## config.mk

```make
export PLATFORM = sky130hd
export DESIGN_NAME = line_command_keyword_receiver
export DESIGN_NICKNAME = d
export VERILOG_FILES = /design/src/sv/lckr_pkg.sv /design/src/sv/line_command_keyword_receiver.sv
export SDC_FILE = /design/constraint.sdc
export NUM_CORES = 1
export LEC_CHECK = 0
export BUFFER_PORTS_ARGS = -buffer_cell sky130_fd_sc_hd__buf_2
export CELL_PAD_IN_SITES_DETAIL_PLACEMENT = 1
export CELL_PAD_IN_SITES_GLOBAL_PLACEMENT = 2
export CORE_UTILIZATION = 37
export CTS_CLUSTER_SIZE = 12
export DETAILED_ROUTE_END_ITERATION = 10
export PLACE_DENSITY_LB_ADDON = 0.05
export RECOVER_POWER = 50
export SYNTH_ARGS = -nofsm -noshare
export SYNTH_HDL_FRONTEND = slang
export SYNTH_SLANG_ARGS = --single-unit
```

## constraint.sdc

```tcl
create_clock -name aclk -period 3.6 [get_ports aclk]
set_input_delay 1.08 -clock aclk [delete_from_list [all_inputs] [get_ports aclk]]
set_output_delay 1.08 -clock aclk [all_outputs]
set_load 0.005 [all_outputs]
```

## src/sv/lckr_pkg.sv

```systemverilog
// constants, keyword table and helpers shared by the line command keyword receiver
`default_nettype none

package lckr_pkg;

    localparam int LINE_MAX     = 64;
    localparam int CNT_W        = $clog2(LINE_MAX);
    localparam int POS_W        = 6;
    localparam int KEY_COUNT    = 11;
    localparam int KEY_LEN_MAX  = 8;
    localparam int CODE_W       = 4;
    localparam int BYTE_W       = 8;
    localparam int S_TDATA_W    = 8;
    localparam int M_TDATA_W    = 8;

    localparam logic [POS_W-1:0]  POS_SAT   = '1;
    localparam logic [CNT_W-1:0]  CNT_LIMIT = CNT_W'(LINE_MAX - 1);

    localparam logic              KIND_BYTE  = 1'b0;
    localparam logic              KIND_FETCH = 1'b1;

    localparam logic [CODE_W-1:0] CODE_NONE  = '0;
    localparam logic [CODE_W-1:0] CODE_MAX   = CODE_W'(KEY_COUNT);

    localparam logic [BYTE_W-1:0] CHAR_NL    = 8'h0A;
    localparam logic [BYTE_W-1:0] CHAR_SP    = 8'h20;
    localparam logic [BYTE_W-1:0] CHAR_LC_A  = 8'h61;
    localparam logic [BYTE_W-1:0] CHAR_LC_Z  = 8'h7A;
    localparam logic [BYTE_W-1:0] CASE_DIFF  = 8'h20;

    localparam logic [KEY_COUNT-1:0] ALL_ALIVE = '1;

    // keyword text, right justified: last letter in the lowest byte
    localparam logic [8*KEY_LEN_MAX-1:0] KEY_TEXT [KEY_COUNT] = '{
        64'("HAPPY"), 64'("SAD"), 64'("LEFT"), 64'("RIGHT"), 64'("UP"),
        64'("DOWN"), 64'("CENTER"), 64'("BLINK"), 64'("YES"), 64'("NO"),
        64'("NEUTRAL")
    };

    localparam logic [3:0] KEY_LEN [KEY_COUNT] = '{
        4'd5, 4'd3, 4'd4, 4'd5, 4'd2, 4'd4, 4'd6, 4'd5, 4'd3, 4'd2, 4'd7
    };

    // letter of keyword idx at position pos, valid only for pos below its length
    function automatic logic [BYTE_W-1:0] key_char(input int idx, input logic [2:0] pos);
        logic [2:0] sel;
        sel = KEY_LEN[idx][2:0] - 3'd1 - pos;
        return KEY_TEXT[idx][{sel, 3'b000} +: BYTE_W];
    endfunction

endpackage

`default_nettype wire

```

## src/sv/line_command_keyword_receiver.sv

```systemverilog
// top level: assembles received bytes into lines and matches them against keywords
//
// usage
//   s_ channel: one word per received byte or fetch request; s_tuser is the kind
//   (0 byte, 1 fetch), s_tdata the byte. control bytes below 32 other than newline
//   are ignored, a newline ends a non-empty line, which goes into a one-slot
//   mailbox if it is empty and is dropped otherwise
//   m_tdata: exactly one result word per input word, in order; bits 3:0 are the
//   keyword code (nonzero only on a fetch of a filled mailbox), bit 4 tells that a
//   line still waits in the mailbox after this word
//   path: the input register takes each accepted word, the result register then takes
//   its result word; throughput one word per cycle while the result channel is not
//   stalled, set by the state update that lies combinationally between the two registers
//   reset: synchronous on aresetn low; both channels empty, line state cleared,
//   mailbox empty
//   stall: with m_tready low the result word holds, the input register takes one
//   more word if it is empty, then s_tready drops until the result is taken
`default_nettype none

module line_command_keyword_receiver
    import lckr_pkg::*;
(
    input  wire logic                 aclk,
    input  wire logic                 aresetn,
    input  wire logic                 s_tvalid,
    output logic                      s_tready,
    input  wire logic [S_TDATA_W-1:0] s_tdata,   // [7:0] byte_value
    input  wire logic [0:0]           s_tuser,   // [0] kind
    output logic                      m_tvalid,
    input  wire logic                 m_tready,
    output logic [M_TDATA_W-1:0]      m_tdata    // [3:0] command_code, [4] pending, rest zero
);

    logic                  in_valid_reg;
    logic                  in_kind_reg;
    logic [BYTE_W-1:0]     in_byte_reg;

    logic                  out_valid_reg;
    logic [CODE_W-1:0]     out_code_reg;
    logic                  out_pending_reg;

    logic [CNT_W-1:0]      stored_count_reg,  stored_count_next;
    logic                  word_started_reg,  word_started_next;
    logic                  trailing_seen_reg, trailing_seen_next;
    logic [POS_W-1:0]      word_position_reg, word_position_next;
    logic [KEY_COUNT-1:0]  alive_mask_reg,    alive_mask_next;
    logic [CODE_W-1:0]     mailbox_code_reg,  mailbox_code_next;
    logic                  pending_reg,       pending_next;
    logic [CODE_W-1:0]     code_next;

    logic                  advance;
    logic                  step;
    logic [BYTE_W-1:0]     upper_char;
    logic [KEY_COUNT-1:0]  match_mask;
    logic [CODE_W-1:0]     line_code;

    assign advance  = !out_valid_reg || m_tready;
    assign step     = in_valid_reg && advance;
    assign s_tready = !in_valid_reg || advance;

    assign m_tvalid = out_valid_reg;
    assign m_tdata  = {(M_TDATA_W - CODE_W - 1)'(0), out_pending_reg, out_code_reg};

    always_ff @(posedge aclk) begin
        if (!aresetn) begin
            in_valid_reg <= 1'b0;
        end else if (s_tready) begin
            in_valid_reg <= s_tvalid;
        end
        if (s_tready && s_tvalid) begin
            in_kind_reg <= s_tuser[0];
            in_byte_reg <= s_tdata;
        end
    end

    always_comb begin
        upper_char = in_byte_reg;
        if (in_byte_reg >= CHAR_LC_A && in_byte_reg <= CHAR_LC_Z) begin
            upper_char = in_byte_reg - CASE_DIFF;
        end
    end

    // per-keyword compare of the current letter against its position
    always_comb begin
        for (int i = 0; i < KEY_COUNT; i++) begin
            match_mask[i] = alive_mask_reg[i]
                && (word_position_reg < POS_W'(KEY_LEN[i]))
                && (key_char(i, word_position_reg[2:0]) == upper_char);
        end
    end

    // first surviving keyword whose length equals the word length
    always_comb begin
        line_code = CODE_NONE;
        for (int i = KEY_COUNT - 1; i >= 0; i--) begin
            if (alive_mask_reg[i] && word_position_reg == POS_W'(KEY_LEN[i])) begin
                line_code = CODE_W'(i + 1);
            end
        end
        if (!word_started_reg) begin
            line_code = CODE_NONE;
        end
    end

    always_comb begin
        stored_count_next  = stored_count_reg;
        word_started_next  = word_started_reg;
        trailing_seen_next = trailing_seen_reg;
        word_position_next = word_position_reg;
        alive_mask_next    = alive_mask_reg;
        mailbox_code_next  = mailbox_code_reg;
        pending_next       = pending_reg;
        code_next          = CODE_NONE;

        if (in_kind_reg == KIND_FETCH) begin
            if (pending_reg) begin
                code_next         = mailbox_code_reg;
                mailbox_code_next = CODE_NONE;
                pending_next      = 1'b0;
            end
        end else if (in_byte_reg == CHAR_NL) begin
            if (stored_count_reg != '0) begin
                if (!pending_reg) begin
                    mailbox_code_next = line_code;
                    pending_next      = 1'b1;
                end
                stored_count_next  = '0;
                word_started_next  = 1'b0;
                trailing_seen_next = 1'b0;
                word_position_next = '0;
                alive_mask_next    = ALL_ALIVE;
            end
        end else if (in_byte_reg >= CHAR_SP && stored_count_reg < CNT_LIMIT) begin
            stored_count_next = stored_count_reg + 1'b1;
            if (in_byte_reg == CHAR_SP) begin
                if (word_started_reg) begin
                    trailing_seen_next = 1'b1;
                end
            end else if (trailing_seen_reg) begin
                alive_mask_next = '0;
            end else begin
                word_started_next = 1'b1;
                alive_mask_next   = match_mask;
                if (word_position_reg != POS_SAT) begin
                    word_position_next = word_position_reg + 1'b1;
                end
            end
        end
    end

    always_ff @(posedge aclk) begin
        if (!aresetn) begin
            stored_count_reg  <= '0;
            word_started_reg  <= 1'b0;
            trailing_seen_reg <= 1'b0;
            word_position_reg <= '0;
            alive_mask_reg    <= ALL_ALIVE;
            mailbox_code_reg  <= CODE_NONE;
            pending_reg       <= 1'b0;
        end else if (step) begin
            stored_count_reg  <= stored_count_next;
            word_started_reg  <= word_started_next;
            trailing_seen_reg <= trailing_seen_next;
            word_position_reg <= word_position_next;
            alive_mask_reg    <= alive_mask_next;
            mailbox_code_reg  <= mailbox_code_next;
            pending_reg       <= pending_next;
        end
    end

    always_ff @(posedge aclk) begin
        if (!aresetn) begin
            out_valid_reg <= 1'b0;
        end else if (advance) begin
            out_valid_reg <= in_valid_reg;
        end
        if (step) begin
            out_code_reg    <= code_next;
            out_pending_reg <= pending_next;
        end
    end

endmodule

`default_nettype wire

```

======== After elaboration in Yosys (flattened, before gate mapping) ========
Index checks and enable logic that the tools add are counted.
storage, ports and cells
  register bits after elaboration ......... 46
  output and inout port bits .............. 10
  input bits .............................. 13
  logic and storage cells ................. 167
operators by class
  order comparisons ....................... 10
  shift operators ......................... 11
  bitwise operators ....................... 1
  add/sub/neg operators ................... 9
  mux-type cells .......................... 43
  equal/unequal tests ..................... 25
  reductions and logical operators ........ 55
operator list
  cell                     number
  $shiftx 64x7->8 const A  11
  $eq 8x8->1               11
  $mux 4                   17
  $mux 11                  5
  $mux 6                   8
  $logic_and 1x1->1        37
  $eq 6x3->1 const B       4
  $lt 6x3->1 const B       4
  $add 6x1->6 const B      2
  $eq 6x2->1 const B       2
  $lt 6x2->1 const B       2
  $mux 1                   12
  $reduce_and 6->1         2
  $reduce_bool 2->1        6
  $reduce_and 5->1         2
  $sub 3x3->3 const A      3
  $eq 8x4->1 const B       1
  $eq 8x6->1 const B       1
  $ge 8x6->1 const B       1
  $ge 8x7->1 const B       1
  $le 8x7->1 const B       1
  $mux 8                   1
  $sub 8x6->8 const B      1
  $reduce_and 7->1         1
  12 further kinds         18

======== Logic depth before layout (Yosys ltp) ========
  depth after elaboration ................. 18
  mapped depth ............................ 13
  mapped depth without buffers ............ 10

======== Worst setup path after synthesis ========
OpenSTA, ideal clock, no wires.
  kind .................................... input to register
  start point ............................. input port m_tready
  end point ............................... register alive_mask_reg[5]
  arrival time ............................ 2.612 ns
  cell stages on the path ................. 8
  path buffers ............................ 3
  library setup time ...................... 0.120 ns
  data required time ...................... 3.480 ns
  path slack .............................. 0.868 ns
  path through ............................ nor2b_1 -> nor2b_1 -> clkbuf_1 -> nand2_1 -> or3_1 -> buf_2 -> buf_6 -> a211o_1
on the way
  longest elaborated chain between the ends .. 3
ends and longest elaborated chain
  what                               RTL line                              text
  start, declared                    line_command_keyword_receiver.sv:30   input wire logic m_tready,
  $logic_or 1x1->1                   line_command_keyword_receiver.sv:57   assign advance = !out_valid_reg || m_tready;
  $logic_and 1x1->1                  line_command_keyword_receiver.sv:58   assign step = in_valid_reg && advance;
  via step                           line_command_keyword_receiver.sv:52   logic step;
  $reduce_and 5->1 (no source line)  n/a
  end signal, assigned               line_command_keyword_receiver.sv:165  alive_mask_reg <= alive_mask_next;
  end, declared                      line_command_keyword_receiver.sv:46   logic [KEY_COUNT-1:0] alive_mask_reg, alive_mask_next;
The timed path passes the listed nets, and every way through them passes these cells.
A chain may end at the register's enable or synchronous reset.

======== Final worst setup path ========
  start point ............................. register stored_count_reg[0]
  end point ............................... register alive_mask_reg[1]
on the way
  longest elaborated chain between the ends .. 4
  elaborated cells on any way between the ends .. 6
  classes of those cells .................. order compare: 1; eq/ne: 1; reduce/logical: 4
ends and longest elaborated chain
  what                                 RTL line                              text
  start, declared                      line_command_keyword_receiver.sv:42   logic [CNT_W-1:0] stored_count_reg, stored_count_next;
  start signal, assigned               line_command_keyword_receiver.sv:161  stored_count_reg <= stored_count_next;
  $lt 6x6->1                           line_command_keyword_receiver.sv:133  end else if (in_byte_reg >= CHAR_SP && stored_count_reg < CNT_LIMIT) begin
  $logic_and 1x1->1                    line_command_keyword_receiver.sv:133
  $reduce_bool 2->1 (no source line)   n/a
  $reduce_and 5->1 (no source line) *  n/a
Mark *: on every way between the ends. The rest lies on a longest branch, timed or not.

==> metrics.csv <==
stage,metric,value,unit
outcome,status,"complete, no violations",
logic_synthesis,synth-edff-count,14,
logic_synthesis,synth_ff_type,dfxtp_1,
timing,worst_slack,762.0,ps
worst_setup_path,rr_worst_depth,8,
worst_setup_path,cp_max_fo,16,
worst_setup_path,reg2reg_from,stored_count_reg[0],
floorplan,fp.dieW,99.76,um
min_path,min-delay-start,mailbox_code_reg[3],
min_path,min_to,mailbox_code_reg[3],
global_routing,antenna_found_initial,0,
finish,final_nets,472,
place,place_congestion,0.7909,
floorplan,ios,23,
timing,maxSlewViolCount,0,
finish,fillers,1131,
worst_setup_path,path_depth,8,
worst_setup_path,cp-startpoint,stored_count_reg[0],
worst_setup_path,crit_slowest_cell,or3_1,
place,dp_hpwl,7942,um
timing,tightest_slew,783.7,ps
logic_synthesis,seq_area_frac_synth,0.3001,
clock_network,h-tree-depth,2,
finish,largest_reg_flops,11,
global_routing,use_met3,0.02319,
logic_synthesis,synth_area_per_cell,8.185,sq um
timing,final-setup-viol-count,0,
global_routing,gr-usage-met2,0.3836,
worst_setup_path,critical_path_arrival,3040,ps
clock_network,cts_tree,yes,
logic_synthesis,synth_cells,432,
global_routing,globalRouteMet1Util,0.3043,
finish,fin_util,0.4104,
global_routing,busiest_layer,met2,
pwr,p_per_area,291.5,mW/mm^2
global_routing,grt_max_degree,22,
drt,drt-pass1-iter-count,4,
timing,relSlewSlack,0.4744,
pwr,total_power,1.106,mW
drt,drc,0,
job,max_cap_violations,0,
floorplan,num_rows,35,
worst_setup_path,rr_endpoint,alive_mask_reg[1],
place,io_buffer_count,19,
pwr,ir_worst_vdd,0.1570,mV
clock_network,clockBufferDepth,2,
floorplan,die-area,0.009951,sq mm
worst_setup_path,crit_type,reg2reg,
finish,instances_no_fill,567,
global_routing,grt_pass1_wl,17150,um
worst_setup_path,cp_top_family,simple AND/OR/NAND/NOR gates,
drt,drt-initial-drc-count,122,
worst_setup_path,rrSetupSlack,760,ps
logic_synthesis,yosys_warnings,0,
worst_setup_path,worstSetupEndpointType,flip-flop,
logic_synthesis,synthArstFlopShare,0,
logic_synthesis,yosysTopAreaCellShare,0.1812,
worst_setup_path,start_kind,flip-flop,
logic_synthesis,netlist_top_cells_count,"nand2_1, dfxtp_1, nor2_1",
floorplan,initial_core_util,0.3827,
worst_setup_path,crit_chain,inv_1 -> ha_1 -> or4b_1 -> o211ai_1 -> o21a_2 -> or3_1 -> nor2_1 -> a221o_1,
drt,vias_per_cell,5.635,
clock_network,cts_hold_buf,0,
place,dp.cells,559,
logic_synthesis,synth_top_area_cell,dfxtp_1,
min_path,holdPathStages,2,
clock_network,cts.sink_count,46,
timing,timing.final.crit_share,0.7883,
min_path,hold_path_class,reg2reg,
worst_setup_path,slowest_delay,520,ps
clock_network,cts-root-buf,clkbuf_8,
clock_network,cts_buffers,5,
clock_network,clock_latency,310,ps
pwr,cellLeakagePower,1.396,nW
timing,rsz0062_at_grt,false,
floorplan,die_y,99.76,um
logic_synthesis,ys_ff_latch,46,
timing,fmax,0.3524,GHz
logic_synthesis,synthTopCellsByArea,"dfxtp_1, edfxtp_1, ha_1",
place,place_ws,697.9,ps
logic_synthesis,post-synth-top-count-cell,nand2_1,
timing,hold_violations,0,
logic_synthesis,synth.distinct_cells,65,
worst_setup_path,worst-path-buf-inv,1,
logic_synthesis,syn_area,0.003536,sq mm
worst_setup_path,critPathRequiredTime,3810,ps
timing,fin_skew,11.83,ps
timing,fin_setup_tns,0,ps
global_routing,grtUsageTotal,0.2237,
drt,num_vias,3195,
drt,routed_wl,10470,um
clock_network,clkTransAtPathRegs,100,ps
global_routing,grt_pass1_vias,3206,
timing,fin_crit,2838,ps
finish,drive_gt1_frac,0.1005,
finish,syn2layout_area_growth,7.254,%
floorplan,core,0.009240,sq mm
clock_network,cts_setup_buffers,0,
global_routing,grt.overflow.total,0,
clock_network,cts_resized,0,
drt,wl_per_cell,18.46,um
drt,ant_nets,0,
finish,diodes,0,
==> cell families after synthesis <==
family | count (synthesis) | share of synthesized area
and+or+nand+nor | 170 | 0.2601
AOI/OAI and AO/OA | 94 | 0.1798
buffers and inverters | 54 | 0.06794
DFF | 46 | 0.3001
xor gates and xnor gates | 40 | 0.09908
adders and majority gates | 22 | 0.07785
muxes | 5 | 0.01415
other | 1 | 0.001061
==> cells in the final DEF, fill, tap and decap left out, types with 5 or more instances in the layout <==
cell / instances
nand3_1: 17
a31oi_1: 7
ha_1: 22
buf_2: 16
a21oi_1: 22
and3_1: 12
o22ai_1: 5
xnor2_1: 31
xor2_1: 9
nand2_1: 34
mux2i_1: 5
nor2_1: 32
or3_1: 6
clkbuf_8: 5
nor3_1: 20
edfxtp_1: 14
inv_1: 20
nand4_1: 9
o21ai_0: 22
buf_4: 10
dfxtp_1: 32
nor4_1: 8
==> tightest hold or removal path: cells and delay by family (launching register included) <==
family             cells  cell delay [ps]
DFF                    1              320
and+or+nand+nor        1               50
AOI/OAI and AO/OA      1               50
==> power by group <==
group | switching [mW] | leakage, nW | internal, mW
clock | 0.192 | 0.0483 | 0.137
combinational | 0.124 | 0.951 | 0.0763
sequential | 0.0241 | 0.397 | 0.552
total | 0.340 | 1.40 | 0.766
==> through the flow <==
step / hold WS [ps] / cell area [sq um]
floorplan: 425.8 / 3543
global placement: 440.1 / 3717
detailed placement: 441.2 / 3717
CTS: 456.3 / 3805
global route: 480.2 / 3792
finish: 451.0 / 3792
==> how the worst max path moves through the flow <==
stage	slack [ps]	end
floorplan	870	alive_mask_reg[5]
global placement	740	alive_mask_reg[1]
detailed placement	700	alive_mask_reg[1]
CTS	850	alive_mask_reg[6]
global route	570	alive_mask_reg[1]
finish	760	alive_mask_reg[1]
==> per-layer routing <==
layer  routed length [um]  vias to the layer above  part of all wire
li1                     -                     1557                 -
met1                 5106                     1592              0.49
met2                 5084                       40              0.49
met3                  206                        6             0.020
met4                   72                        0            0.0069
met5                    0                        -                 0
==> area by class of cell <==
cell class	instances	area, sq um	area share
clock inverter	3	18.77	0.004949
sequential	46	1061	0.2798
inverter	20	75.07	0.01980
timing repair buffer	30	170.2	0.04487
clock buffer	5	68.82	0.01815
multi-input combinational	334	2237	0.5899
tap	129	161.4	0.04256
Power figures use the tool's default switching activity.
